### config.mk
export PLATFORM = sky130hd
export DESIGN_NAME = indexed_list_insert_delete_flat
export DESIGN_NICKNAME = d
export VERILOG_FILES = /design/src/rtl/ilid_pkg.sv /design/src/rtl/ilid_if.sv /design/src/rtl/ilid_ram.sv /design/src/rtl/indexed_list_insert_delete.sv /design/src/flat_wrapper.sv
export SDC_FILE = /design/constraint.sdc
export NUM_CORES = 2
export LEC_CHECK = 0
export ABC_AREA = 1
export BUFFER_PORTS_ARGS = -buffer_cell sky130_fd_sc_hd__buf_4
export CORE_MARGIN = 2
export CORE_UTILIZATION = 45
export DETAILED_ROUTE_END_ITERATION = 10
export MAX_ROUTING_LAYER = met4
export PLACE_DENSITY = 0.6
export SKIP_CTS_REPAIR_TIMING = 1
export SYNTH_ARGS = -nofsm -noshare
export SYNTH_HDL_FRONTEND = slang
export SYNTH_SLANG_ARGS = --single-unit
### constraint.sdc
create_clock -name clk -period 7.8 [get_ports clk]
set_input_delay 0.78 -clock clk [delete_from_list [all_inputs] [get_ports clk]]
set_output_delay 0.78 -clock clk [all_outputs]
set_load 0.05 [all_outputs]
### src/rtl/ilid_pkg.sv
// ----------------------------------------------------------------------------
// ilid_pkg
// Shared widths and codes for the indexed list insert/delete block.
// ----------------------------------------------------------------------------
`default_nettype none

package ilid_pkg;

    localparam int unsigned DATA_W = 32;
    localparam int unsigned POS_W  = 8;
    localparam int unsigned OP_W   = 3;
    localparam int unsigned STS_W  = 2;
    localparam int unsigned CNT_W  = 7;

    typedef logic [OP_W-1:0]          op_t;
    typedef logic [POS_W-1:0]         pos_t;
    typedef logic signed [DATA_W-1:0] word_t;
    typedef logic [STS_W-1:0]         sts_t;
    typedef logic [CNT_W-1:0]         cnt_t;

    // operation codes
    localparam op_t OP_APPEND = 3'd0;
    localparam op_t OP_INSERT = 3'd1;
    localparam op_t OP_DELETE = 3'd2;
    localparam op_t OP_GET    = 3'd3;
    localparam op_t OP_SET    = 3'd4;

    // status codes
    localparam sts_t ST_OK    = 2'd0;
    localparam sts_t ST_FULL  = 2'd1;
    localparam sts_t ST_RANGE = 2'd2;

    // data word returned on any error
    localparam word_t ERR_WORD = '1;

endpackage

`default_nettype wire

### src/rtl/ilid_if.sv
// ----------------------------------------------------------------------------
// ilid_if
// Request and response channels of the indexed list block.
// ----------------------------------------------------------------------------
`default_nettype none

interface ilid_req_if;
    import ilid_pkg::*;

    logic  valid;
    logic  ready;
    op_t   operation;
    pos_t  position;
    word_t value;

    modport source (output valid, output operation, output position, output value,
                    input ready);
    modport sink   (input valid, input operation, input position, input value,
                    output ready);
endinterface

interface ilid_rsp_if;
    import ilid_pkg::*;

    logic  valid;
    logic  ready;
    word_t data;
    sts_t  status;
    cnt_t  count;

    modport source (output valid, output data, output status, output count,
                    input ready);
    modport sink   (input valid, input data, input status, input count,
                    output ready);
endinterface

`default_nettype wire

### src/rtl/ilid_ram.sv
// ----------------------------------------------------------------------------
// ilid_ram
// Generic simple dual-port RAM: one write port, one registered read port.
// ----------------------------------------------------------------------------
`default_nettype none

module ilid_ram #(
    parameter int unsigned WIDTH = 32,
    parameter int unsigned DEPTH = 64
) (
    input  wire logic                     clk,
    input  wire logic                     we,
    input  wire logic [$clog2(DEPTH)-1:0] waddr,
    input  wire logic [WIDTH-1:0]         wdata,
    input  wire logic [$clog2(DEPTH)-1:0] raddr,
    output logic      [WIDTH-1:0]         rdata
);

    logic [WIDTH-1:0] mem [DEPTH];

    always_ff @(posedge clk)
    begin
        if (we)
        begin
            mem[waddr] <= wdata;
        end
        rdata <= mem[raddr];
    end

endmodule

`default_nettype wire

### src/rtl/indexed_list_insert_delete.sv
// ----------------------------------------------------------------------------
// indexed_list_insert_delete
// Bounded ordered list of signed words with append, insert, delete, get, set.
// ----------------------------------------------------------------------------
// The list lives in one simple dual-port RAM (one write, one registered read
// per cycle); a small sequencer walks it one entry per cycle with a single
// shared index adder. The block takes one request at a time and drops ready
// until the result is loaded into the output register. Insert and delete
// shift the entries behind the position, so the longest request shifts the
// whole list, one entry per cycle through the RAM's single read and single
// write port. Errors (full list, position out of range, unknown operation)
// return status with data all ones and leave the list unchanged. The count
// field carries the low 7 bits of the entry count. The next request is
// accepted while a finished result still waits in the output register.
// ----------------------------------------------------------------------------
`default_nettype none

module indexed_list_insert_delete #(
    parameter int unsigned CAPACITY = 64
) (
    input  wire logic   clk,
    input  wire logic   rst_n,
    ilid_req_if.sink    req,
    ilid_rsp_if.source  rsp
);
    import ilid_pkg::*;

    localparam int unsigned CW = $clog2(CAPACITY + 1);   // entry count width
    localparam int unsigned AW = $clog2(CAPACITY);       // RAM address width
    localparam int unsigned EW = ((CW > POS_W) ? CW : POS_W) + 1;  // compare width

    // sequencer states
    localparam logic [2:0] S_IDLE   = 3'd0;
    localparam logic [2:0] S_WRITE  = 3'd1;
    localparam logic [2:0] S_GET    = 3'd2;
    localparam logic [2:0] S_GETW   = 3'd3;
    localparam logic [2:0] S_MOVE   = 3'd4;
    localparam logic [2:0] S_RESULT = 3'd5;

    // control state
    logic [2:0]    state_reg, state_next;
    logic [CW-1:0] cnt_reg, cnt_next;
    logic          pend_reg, pend_next;      // read issued last cycle, write due
    logic          ovld_reg, ovld_next;

    // working registers
    op_t           op_reg, op_next;
    pos_t          pos_reg, pos_next;
    word_t         val_reg, val_next;
    sts_t          sts_reg, sts_next;
    word_t         res_reg, res_next;
    logic [CW-1:0] src_reg, src_next;        // next entry to read while shifting
    logic [CW-1:0] dst_reg, dst_next;        // slot that entry src moves into
    logic [CW-1:0] dpipe_reg, dpipe_next;    // write address of the pending move
    logic [CW-1:0] left_reg, left_next;      // moves still to issue

    // output register
    word_t         odata_reg, odata_next;
    sts_t          osts_reg, osts_next;
    cnt_t          ocnt_reg, ocnt_next;

    // RAM port
    logic              ram_we;
    logic [AW-1:0]     ram_waddr;
    logic [DATA_W-1:0] ram_wdata;
    logic [AW-1:0]     ram_raddr;
    logic [DATA_W-1:0] ram_rdata;

    // request checks
    logic [EW-1:0]   req_pos_e;
    logic [EW-1:0]   cnt_e;
    logic            full;
    sts_t            chk_sts;
    logic [CW-1:0]   req_pos_cw;
    logic [CW-1:0]   pos_cw;
    logic [CW-1:0]   src_step;               // shared index adder
    logic [CW-1:0]   cnt_upd;
    logic [CW+6:0]   cnt_ext;
    logic            out_free;

    ilid_ram #(
        .WIDTH (DATA_W),
        .DEPTH (CAPACITY)
    ) u_ram (
        .clk   (clk),
        .we    (ram_we),
        .waddr (ram_waddr),
        .wdata (ram_wdata),
        .raddr (ram_raddr),
        .rdata (ram_rdata)
    );

    // handshake and output side
    assign req.ready  = (state_reg == S_IDLE);
    assign rsp.valid  = ovld_reg;
    assign rsp.data   = odata_reg;
    assign rsp.status = osts_reg;
    assign rsp.count  = ocnt_reg;

    assign out_free = !ovld_reg || rsp.ready;

    // range and capacity checks on the incoming beat
    assign req_pos_e  = EW'(req.position);
    assign cnt_e      = EW'(cnt_reg);
    assign full       = (cnt_reg == CW'(CAPACITY));
    assign req_pos_cw = CW'(req.position);
    assign pos_cw     = CW'(pos_reg);

    always_comb
    begin
        unique case (req.operation)
            OP_APPEND: chk_sts = full ? ST_FULL : ST_OK;
            OP_INSERT:
            begin
                if (full)
                begin
                    chk_sts = ST_FULL;
                end
                else if (req_pos_e > cnt_e)
                begin
                    chk_sts = ST_RANGE;
                end
                else
                begin
                    chk_sts = ST_OK;
                end
            end
            OP_DELETE, OP_GET, OP_SET:
                chk_sts = (req_pos_e >= cnt_e) ? ST_RANGE : ST_OK;
            default:   chk_sts = ST_RANGE;
        endcase
    end

    // insert walks downward, delete walks upward
    assign src_step = (op_reg == OP_INSERT) ? (src_reg - CW'(1)) : (src_reg + CW'(1));

    // entry count after the current request
    always_comb
    begin
        cnt_upd = cnt_reg;
        if (sts_reg == ST_OK)
        begin
            if (op_reg == OP_APPEND || op_reg == OP_INSERT)
            begin
                cnt_upd = cnt_reg + CW'(1);
            end
            else if (op_reg == OP_DELETE)
            begin
                cnt_upd = cnt_reg - CW'(1);
            end
        end
    end

    assign cnt_ext = {7'd0, cnt_upd};

    // sequencer
    always_comb
    begin
        state_next = state_reg;
        cnt_next   = cnt_reg;
        pend_next  = 1'b0;
        ovld_next  = ovld_reg;
        op_next    = op_reg;
        pos_next   = pos_reg;
        val_next   = val_reg;
        sts_next   = sts_reg;
        res_next   = res_reg;
        src_next   = src_reg;
        dst_next   = dst_reg;
        dpipe_next = dpipe_reg;
        left_next  = left_reg;
        odata_next = odata_reg;
        osts_next  = osts_reg;
        ocnt_next  = ocnt_reg;

        ram_we    = 1'b0;
        ram_waddr = dst_reg[AW-1:0];
        ram_wdata = val_reg;
        ram_raddr = src_reg[AW-1:0];

        // output beat taken
        if (ovld_reg && rsp.ready)
        begin
            ovld_next = 1'b0;
        end

        unique case (state_reg)
            S_IDLE:
            begin
                if (req.valid)
                begin
                    op_next  = req.operation;
                    pos_next = req.position;
                    val_next = req.value;
                    sts_next = chk_sts;
                    if (chk_sts != ST_OK)
                    begin
                        res_next   = ERR_WORD;
                        state_next = S_RESULT;
                    end
                    else
                    begin
                        unique case (req.operation)
                            OP_APPEND:
                            begin
                                dst_next   = cnt_reg;
                                state_next = S_WRITE;
                            end
                            OP_SET:
                            begin
                                dst_next   = req_pos_cw;
                                state_next = S_WRITE;
                            end
                            OP_INSERT:
                            begin
                                src_next   = cnt_reg - CW'(1);
                                dst_next   = cnt_reg;
                                left_next  = cnt_reg - req_pos_cw;
                                state_next = S_MOVE;
                            end
                            default:
                            begin
                                // get and delete read the addressed entry first
                                state_next = S_GET;
                            end
                        endcase
                    end
                end
            end

            S_WRITE:
            begin
                ram_we     = 1'b1;
                ram_waddr  = dst_reg[AW-1:0];
                ram_wdata  = val_reg;
                res_next   = val_reg;
                state_next = S_RESULT;
            end

            S_GET:
            begin
                ram_raddr  = pos_cw[AW-1:0];
                state_next = S_GETW;
            end

            S_GETW:
            begin
                res_next = ram_rdata;
                if (op_reg == OP_DELETE)
                begin
                    src_next   = pos_cw + CW'(1);
                    dst_next   = pos_cw;
                    left_next  = cnt_reg - pos_cw - CW'(1);
                    state_next = S_MOVE;
                end
                else
                begin
                    state_next = S_RESULT;
                end
            end

            S_MOVE:
            begin
                // finish the move whose read was issued last cycle
                if (pend_reg)
                begin
                    ram_we    = 1'b1;
                    ram_waddr = dpipe_reg[AW-1:0];
                    ram_wdata = ram_rdata;
                end
                if (left_reg != '0)
                begin
                    ram_raddr  = src_reg[AW-1:0];
                    pend_next  = 1'b1;
                    dpipe_next = dst_reg;
                    dst_next   = src_reg;
                    src_next   = src_step;
                    left_next  = left_reg - CW'(1);
                end
                else if (op_reg == OP_INSERT)
                begin
                    // gap is open at the position, drop the new word in
                    dst_next   = pos_cw;
                    state_next = S_WRITE;
                end
                else
                begin
                    state_next = S_RESULT;
                end
            end

            S_RESULT:
            begin
                if (out_free)
                begin
                    ovld_next  = 1'b1;
                    odata_next = res_reg;
                    osts_next  = sts_reg;
                    ocnt_next  = cnt_ext[CNT_W-1:0];
                    cnt_next   = cnt_upd;
                    state_next = S_IDLE;
                end
            end

            default:
            begin
                state_next = S_IDLE;
            end
        endcase
    end

    // control registers
    always_ff @(posedge clk or negedge rst_n)
    begin
        if (!rst_n)
        begin
            state_reg <= S_IDLE;
            cnt_reg   <= '0;
            pend_reg  <= 1'b0;
            ovld_reg  <= 1'b0;
        end
        else
        begin
            state_reg <= state_next;
            cnt_reg   <= cnt_next;
            pend_reg  <= pend_next;
            ovld_reg  <= ovld_next;
        end
    end

    // payload registers
    always_ff @(posedge clk)
    begin
        op_reg    <= op_next;
        pos_reg   <= pos_next;
        val_reg   <= val_next;
        sts_reg   <= sts_next;
        res_reg   <= res_next;
        src_reg   <= src_next;
        dst_reg   <= dst_next;
        dpipe_reg <= dpipe_next;
        left_reg  <= left_next;
        odata_reg <= odata_next;
        osts_reg  <= osts_next;
        ocnt_reg  <= ocnt_next;
    end

`ifndef SYNTHESIS
    // entry count never passes capacity
    a_cnt_bound: assert property (@(posedge clk) disable iff (!rst_n)
        cnt_reg <= CW'(CAPACITY))
        else $error("entry count above capacity");

    // a pending move write only happens while shifting
    a_pend_move: assert property (@(posedge clk) disable iff (!rst_n)
        pend_reg |-> (state_reg == S_MOVE))
        else $error("move write outside shift phase");

    // one request at a time: ready drops right after an accepted beat
    a_one_busy: assert property (@(posedge clk) disable iff (!rst_n)
        (req.valid && req.ready) |=> !req.ready)
        else $error("second request taken while busy");

    // an error beat always carries the all-ones word
    a_err_word: assert property (@(posedge clk) disable iff (!rst_n)
        (rsp.valid && rsp.status != ST_OK) |-> (rsp.data == ERR_WORD))
        else $error("error beat without all-ones data");
`endif

endmodule

`default_nettype wire

### src/flat_wrapper.sv
// flat-port wrapper written by rule: the top's interface ports become plain ports
module indexed_list_insert_delete_flat import ilid_pkg::*;
#(
    parameter int unsigned CAPACITY = 64
)
  (clk, rst_n, req_valid, req_operation, req_position, req_value, req_ready, rsp_valid, rsp_data, rsp_status, rsp_count, rsp_ready);
  ilid_req_if req_i ();
  ilid_rsp_if rsp_i ();
  input  wire logic clk;
  input  wire logic rst_n;
  input wire logic [$bits(req_i.valid)-1:0] req_valid;
  input wire logic [$bits(req_i.operation)-1:0] req_operation;
  input wire logic [$bits(req_i.position)-1:0] req_position;
  input wire logic [$bits(req_i.value)-1:0] req_value;
  output wire logic [$bits(req_i.ready)-1:0] req_ready;
  output wire logic [$bits(rsp_i.valid)-1:0] rsp_valid;
  output wire logic [$bits(rsp_i.data)-1:0] rsp_data;
  output wire logic [$bits(rsp_i.status)-1:0] rsp_status;
  output wire logic [$bits(rsp_i.count)-1:0] rsp_count;
  input wire logic [$bits(rsp_i.ready)-1:0] rsp_ready;
  assign req_i.valid = req_valid;
  assign req_i.operation = req_operation;
  assign req_i.position = req_position;
  assign req_i.value = req_value;
  assign req_ready = req_i.ready;
  assign rsp_valid = rsp_i.valid;
  assign rsp_data = rsp_i.data;
  assign rsp_status = rsp_i.status;
  assign rsp_count = rsp_i.count;
  assign rsp_i.ready = rsp_ready;
  indexed_list_insert_delete #(.CAPACITY(CAPACITY)) u_core (.clk(clk), .rst_n(rst_n), .req(req_i), .rsp(rsp_i));
endmodule
==> impl_metrics.xml <==
<?xml version="1.0" encoding="UTF-8"?>
<metrics>
  <group name="run_status">
    <metric name="status" unit="">finished, final reports clean</metric>
  </group>
  <group name="cts">
    <metric name="clock_buffer_count_from_cts" unit="">227</metric>
    <metric name="clock_tree.buffer_depth" unit="">3</metric>
    <metric name="cts.clk_slew.worst_paths" unit="ns">0.06</metric>
    <metric name="clock_latency" unit="ns">0.87</metric>
    <metric name="cts_tree" unit="">yes</metric>
    <metric name="ctsHtreeMaxLevel" unit="">4</metric>
    <metric name="cts_num_sinks" unit="">2234</metric>
    <metric name="cts.root.buffer_cell" unit="">sky130_fd_sc_hd__clkbuf_16</metric>
  </group>
  <group name="route">
    <metric name="first_pass_iters" unit="">6</metric>
    <metric name="remaining_drc_errors" unit="">0</metric>
    <metric name="drtAntennaViolNets" unit="">0</metric>
    <metric name="routed_wire_length_per_instance" unit="um">23.09</metric>
    <metric name="routed-via-count" unit="">65340</metric>
    <metric name="route.detailed.vias_per_inst" unit="">5.345</metric>
    <metric name="routed_wire_length" unit="um">282300</metric>
    <metric name="drt_iter0_drc" unit="">8457</metric>
  </group>
  <group name="timing">
    <metric name="worst_pin_slew" unit="ns">1.276</metric>
    <metric name="final_min_period_over_clock_period" unit="%">63.12</metric>
    <metric name="setup_viol" unit="">0</metric>
    <metric name="finalCriticalPeriod" unit="ns">4.923</metric>
    <metric name="max_clock_freq" unit="GHz">0.2031</metric>
    <metric name="fin_setup_tns" unit="ns">0</metric>
    <metric name="timing.final.ws_setup" unit="ns">2.877</metric>
    <metric name="report.final.hold_viol_count" unit="">0</metric>
    <metric name="rsz0062_at_grt" unit="">no</metric>
    <metric name="timing.slew.headroom" unit="%">14.68</metric>
    <metric name="timing_max_transition_violations_final" unit="">0</metric>
    <metric name="largest_clock_skew_in_the_final_design" unit="ns">0.03437</metric>
  </group>
  <group name="power">
    <metric name="cellPowerDensity" unit="nW/um^2">398.4</metric>
    <metric name="irDropWorstVdd" unit="uV">381.6</metric>
    <metric name="fin_total_pwr" unit="uW">43030</metric>
    <metric name="static-leakage-power" unit="uW">0.04463</metric>
  </group>
  <group name="placement">
    <metric name="post_dp_cell_area" unit="sq um">100900</metric>
    <metric name="port_buf_inserts" unit="">89</metric>
    <metric name="dp_hpwl" unit="um">155500</metric>
    <metric name="post-place-ws" unit="ns">2.987</metric>
    <metric name="gp_congestion" unit="">0.9036</metric>
  </group>
  <group name="grt">
    <metric name="via_count_of_the_first_global_routing_pass" unit="">59510</metric>
    <metric name="global_route.usage.total" unit="%">26.13</metric>
    <metric name="remaining_global_route_overflow" unit="">0</metric>
    <metric name="grt_start_max_net_pins" unit="">161</metric>
    <metric name="grt_antenna_before_repair" unit="">14</metric>
    <metric name="grt_first_pass_wirelength" unit="um">407300</metric>
  </group>
  <group name="critical_path">
    <metric name="critical_path.endpoint_type" unit="">flip-flop</metric>
    <metric name="critical_path_peak_fanout" unit="">47</metric>
    <metric name="worst_r2r_startpoint" unit="">u_core.state_reg[1]</metric>
    <metric name="cp-start-kind" unit="">flip-flop</metric>
    <metric name="setup.worst_path.class" unit="">reg2reg</metric>
    <metric name="reg2regPathDepth" unit="">9</metric>
    <metric name="critical_path.reg2reg.endpoint" unit="">u_core.u_ram.mem[0][15]</metric>
    <metric name="worst_ep_required_time" unit="ns">8.26</metric>
    <metric name="worstPathArrival" unit="ns">5.38</metric>
    <metric name="ff2ff_setup_slack" unit="ns">2.88</metric>
  </group>
  <group name="min_path">
    <metric name="worst_hold_path.num_cells" unit="">1</metric>
    <metric name="hold_path.class" unit="">in2reg</metric>
    <metric name="hold-path-endpoint" unit="">u_core.val_reg[10]</metric>
    <metric name="hold_path_startpoint" unit="">req_value[10]</metric>
  </group>
  <group name="yosys">
    <metric name="most_common_library_cells_after_synthesis" unit="">2443 x sky130_fd_sc_hd__nand2_1, 2190 x sky130_fd_sc_hd__edfxtp_1, 1863 x sky130_fd_sc_hd__nand3_1</metric>
    <metric name="syn-mean-instance-area" unit="sq um">10.52</metric>
    <metric name="synthArstFlopShare" unit="%">0.5372</metric>
    <metric name="syn-num-nets" unit="">9287</metric>
    <metric name="post_synth_inst_count" unit="">9210</metric>
    <metric name="yosys_register_bits" unit="">2234</metric>
    <metric name="cell_types_with_the_largest_area_share_after_synthesis" unit="">sky130_fd_sc_hd__edfxtp_1 68%, sky130_fd_sc_hd__nand3_1 9.6%, sky130_fd_sc_hd__nand2_1 9.5%</metric>
    <metric name="yosys_most_used_dff" unit="">sky130_fd_sc_hd__edfxtp_1</metric>
    <metric name="synth_seq_area_share" unit="%">68.87</metric>
    <metric name="synth.distinct_cells" unit="">46</metric>
    <metric name="yosys_warnings" unit="">0</metric>
    <metric name="synth_enable_flop_cells" unit="">2190</metric>
    <metric name="synth_top_area_share" unit="%">67.90</metric>
    <metric name="netlist_area" unit="sq um">96860</metric>
    <metric name="yosysMostFrequentCell" unit="">sky130_fd_sc_hd__nand2_1</metric>
    <metric name="synthDominantAreaCellType" unit="">sky130_fd_sc_hd__edfxtp_1</metric>
  </group>
  <group name="final_layout">
    <metric name="registers.top_by_ff_count" unit="">u_core.u_ram.mem</metric>
    <metric name="fill_cells" unit="">18680</metric>
    <metric name="finish.instance_area" unit="sq um">108000</metric>
    <metric name="num-nets-final" unit="">9268</metric>
    <metric name="layout-drive-gt1-share" unit="%">7.175</metric>
    <metric name="layout-area-overhead-vs-synth" unit="%">11.54</metric>
    <metric name="flip_flop_count_of_the_largest_register_after_layout" unit="">2048</metric>
  </group>
  <group name="floorplanning">
    <metric name="floorplan.die_area" unit="sq um">219000</metric>
    <metric name="dieWidth" unit="um">467.9</metric>
    <metric name="start_util" unit="%">45.22</metric>
    <metric name="row_count" unit="">170</metric>
    <metric name="dieHeight" unit="um">467.9</metric>
    <metric name="ioPinCount" unit="">90</metric>
    <metric name="coreArea" unit="sq um">214200</metric>
  </group>
  <group name="flow_run">
    <metric name="cap_violations" unit="">0</metric>
  </group>
</metrics>
-- logic make-up (layout without fill, tap and decap cells) --
family                   count (synthesis)  in the layout  synth area share, %
flip-flops                            2234           2234                68.87
XOR/XNOR                                13             13               0.1176
adder cells (fa/ha/maj)                 30             30               0.4108
AO/OA/AOI/OAI                          186            186                1.164
buffers and inverters                 2239           2409                9.324
AND/OR/NAND/NOR                       4508           4508                20.11
other                                    0              8                    0
-- per-stage QoR --
stage / utilization [%] / instances / hold WS [ns]
2_1_floorplan: - / 9210 / 0.4003
3_3_place_gp: 47.11 / 11800 / 0.4055
3_5_place_dp: 47.11 / 11800 / 0.4045
4_1_cts: 50.42 / 12220 / -0.2951
5_1_grt: 50.43 / 12220 / 0.06201
6_report: 50.44 / 12230 / 0.09601
-- cell usage in the layout, fill, tap and decap left out, types with 16 or more instances in the layout --
cell type,synthesis,layout
sky130_fd_sc_hd__a21oi_1,51,50
sky130_fd_sc_hd__buf_12,0,21
sky130_fd_sc_hd__buf_4,11,200
sky130_fd_sc_hd__bufinv_16,0,16
sky130_fd_sc_hd__clkbuf_1,47,55
sky130_fd_sc_hd__clkbuf_16,0,229
sky130_fd_sc_hd__clkinv_1,2,48
sky130_fd_sc_hd__clkinv_2,0,51
sky130_fd_sc_hd__dfxtp_1,32,32
sky130_fd_sc_hd__edfxtp_1,2190,2190
sky130_fd_sc_hd__ha_1,27,27
sky130_fd_sc_hd__inv_1,1758,1757
sky130_fd_sc_hd__nand2_1,2443,2441
sky130_fd_sc_hd__nand3_1,1863,1863
sky130_fd_sc_hd__nand3b_1,34,34
sky130_fd_sc_hd__nor2_1,130,68
sky130_fd_sc_hd__nor2_4,1,63
sky130_fd_sc_hd__o211ai_1,41,41
sky130_fd_sc_hd__o21ai_0,62,29
sky130_fd_sc_hd__o21ai_4,1,39
-- critical path: stages (launching register included) --
cell and delay, ns:
sky130_fd_sc_hd__dfrtp_1 0.48, sky130_fd_sc_hd__nor2_2 0.17, sky130_fd_sc_hd__inv_2 0.06, sky130_fd_sc_hd__nor2_4 0.19, sky130_fd_sc_hd__nand2_4 0.49, sky130_fd_sc_hd__o21ai_1 0.54
sky130_fd_sc_hd__inv_2 0.18, sky130_fd_sc_hd__nor2_1 0.17, sky130_fd_sc_hd__nand3_1 0.89, sky130_fd_sc_hd__nor2_4 1.26
-- how the worst max path moves through the flow --
stage	endpoint	startpoint	slack (ns)	depth (start not counted)
finish	u_core.u_ram.mem[0][15]	u_core.state_reg[1]	2.88	9
global route	u_core.u_ram.mem[0][4]	u_core.state_reg[1]	2.69	9
CTS	u_core.u_ram.mem[1][0]	u_core.state_reg[1]	2.97	9
detailed placement	u_core.u_ram.mem[1][28]	u_core.state_reg[1]	2.99	9
global placement	u_core.u_ram.mem[0][20]	u_core.state_reg[1]	3.00	9
floorplan	u_core.left_reg[0]	u_core.state_reg[1]	2.66	8
-- power breakdown --
group / switching (uW) / leakage, uW / internal [uW]
clock: 4610 / 0.00349 / 5930
combinational: 13000 / 0.0210 / 3680
sequential: 368 / 0.0201 / 15500
total: 18000 / 0.0446 / 25100
-- final cells by class --
type | instances | area, sq um | area share (%)
antenna | 8 | 20.02 | 0.01853
clock buffer | 287 | 5978 | 5.534
clock inverter | 131 | 1112 | 1.030
inverter | 1769 | 6654 | 6.159
multi-input combinational | 4737 | 22080 | 20.44
sequential | 2234 | 66700 | 61.75
tap | 2838 | 3551 | 3.287
timing repair buffer | 222 | 1932 | 1.788
-- routing by layer --
layer | global-route usage, % | up-vias | wire (um)
li1 | - | 30090 | -
met1 | 36.43 | 31790 | 118900
met2 | 38.95 | 2970 | 127300
met3 | 3.942 | 488 | 25220
met4 | 9.555 | 0 | 10930
met5 | - | - | 0
Power figures use the tool's default switching activity.
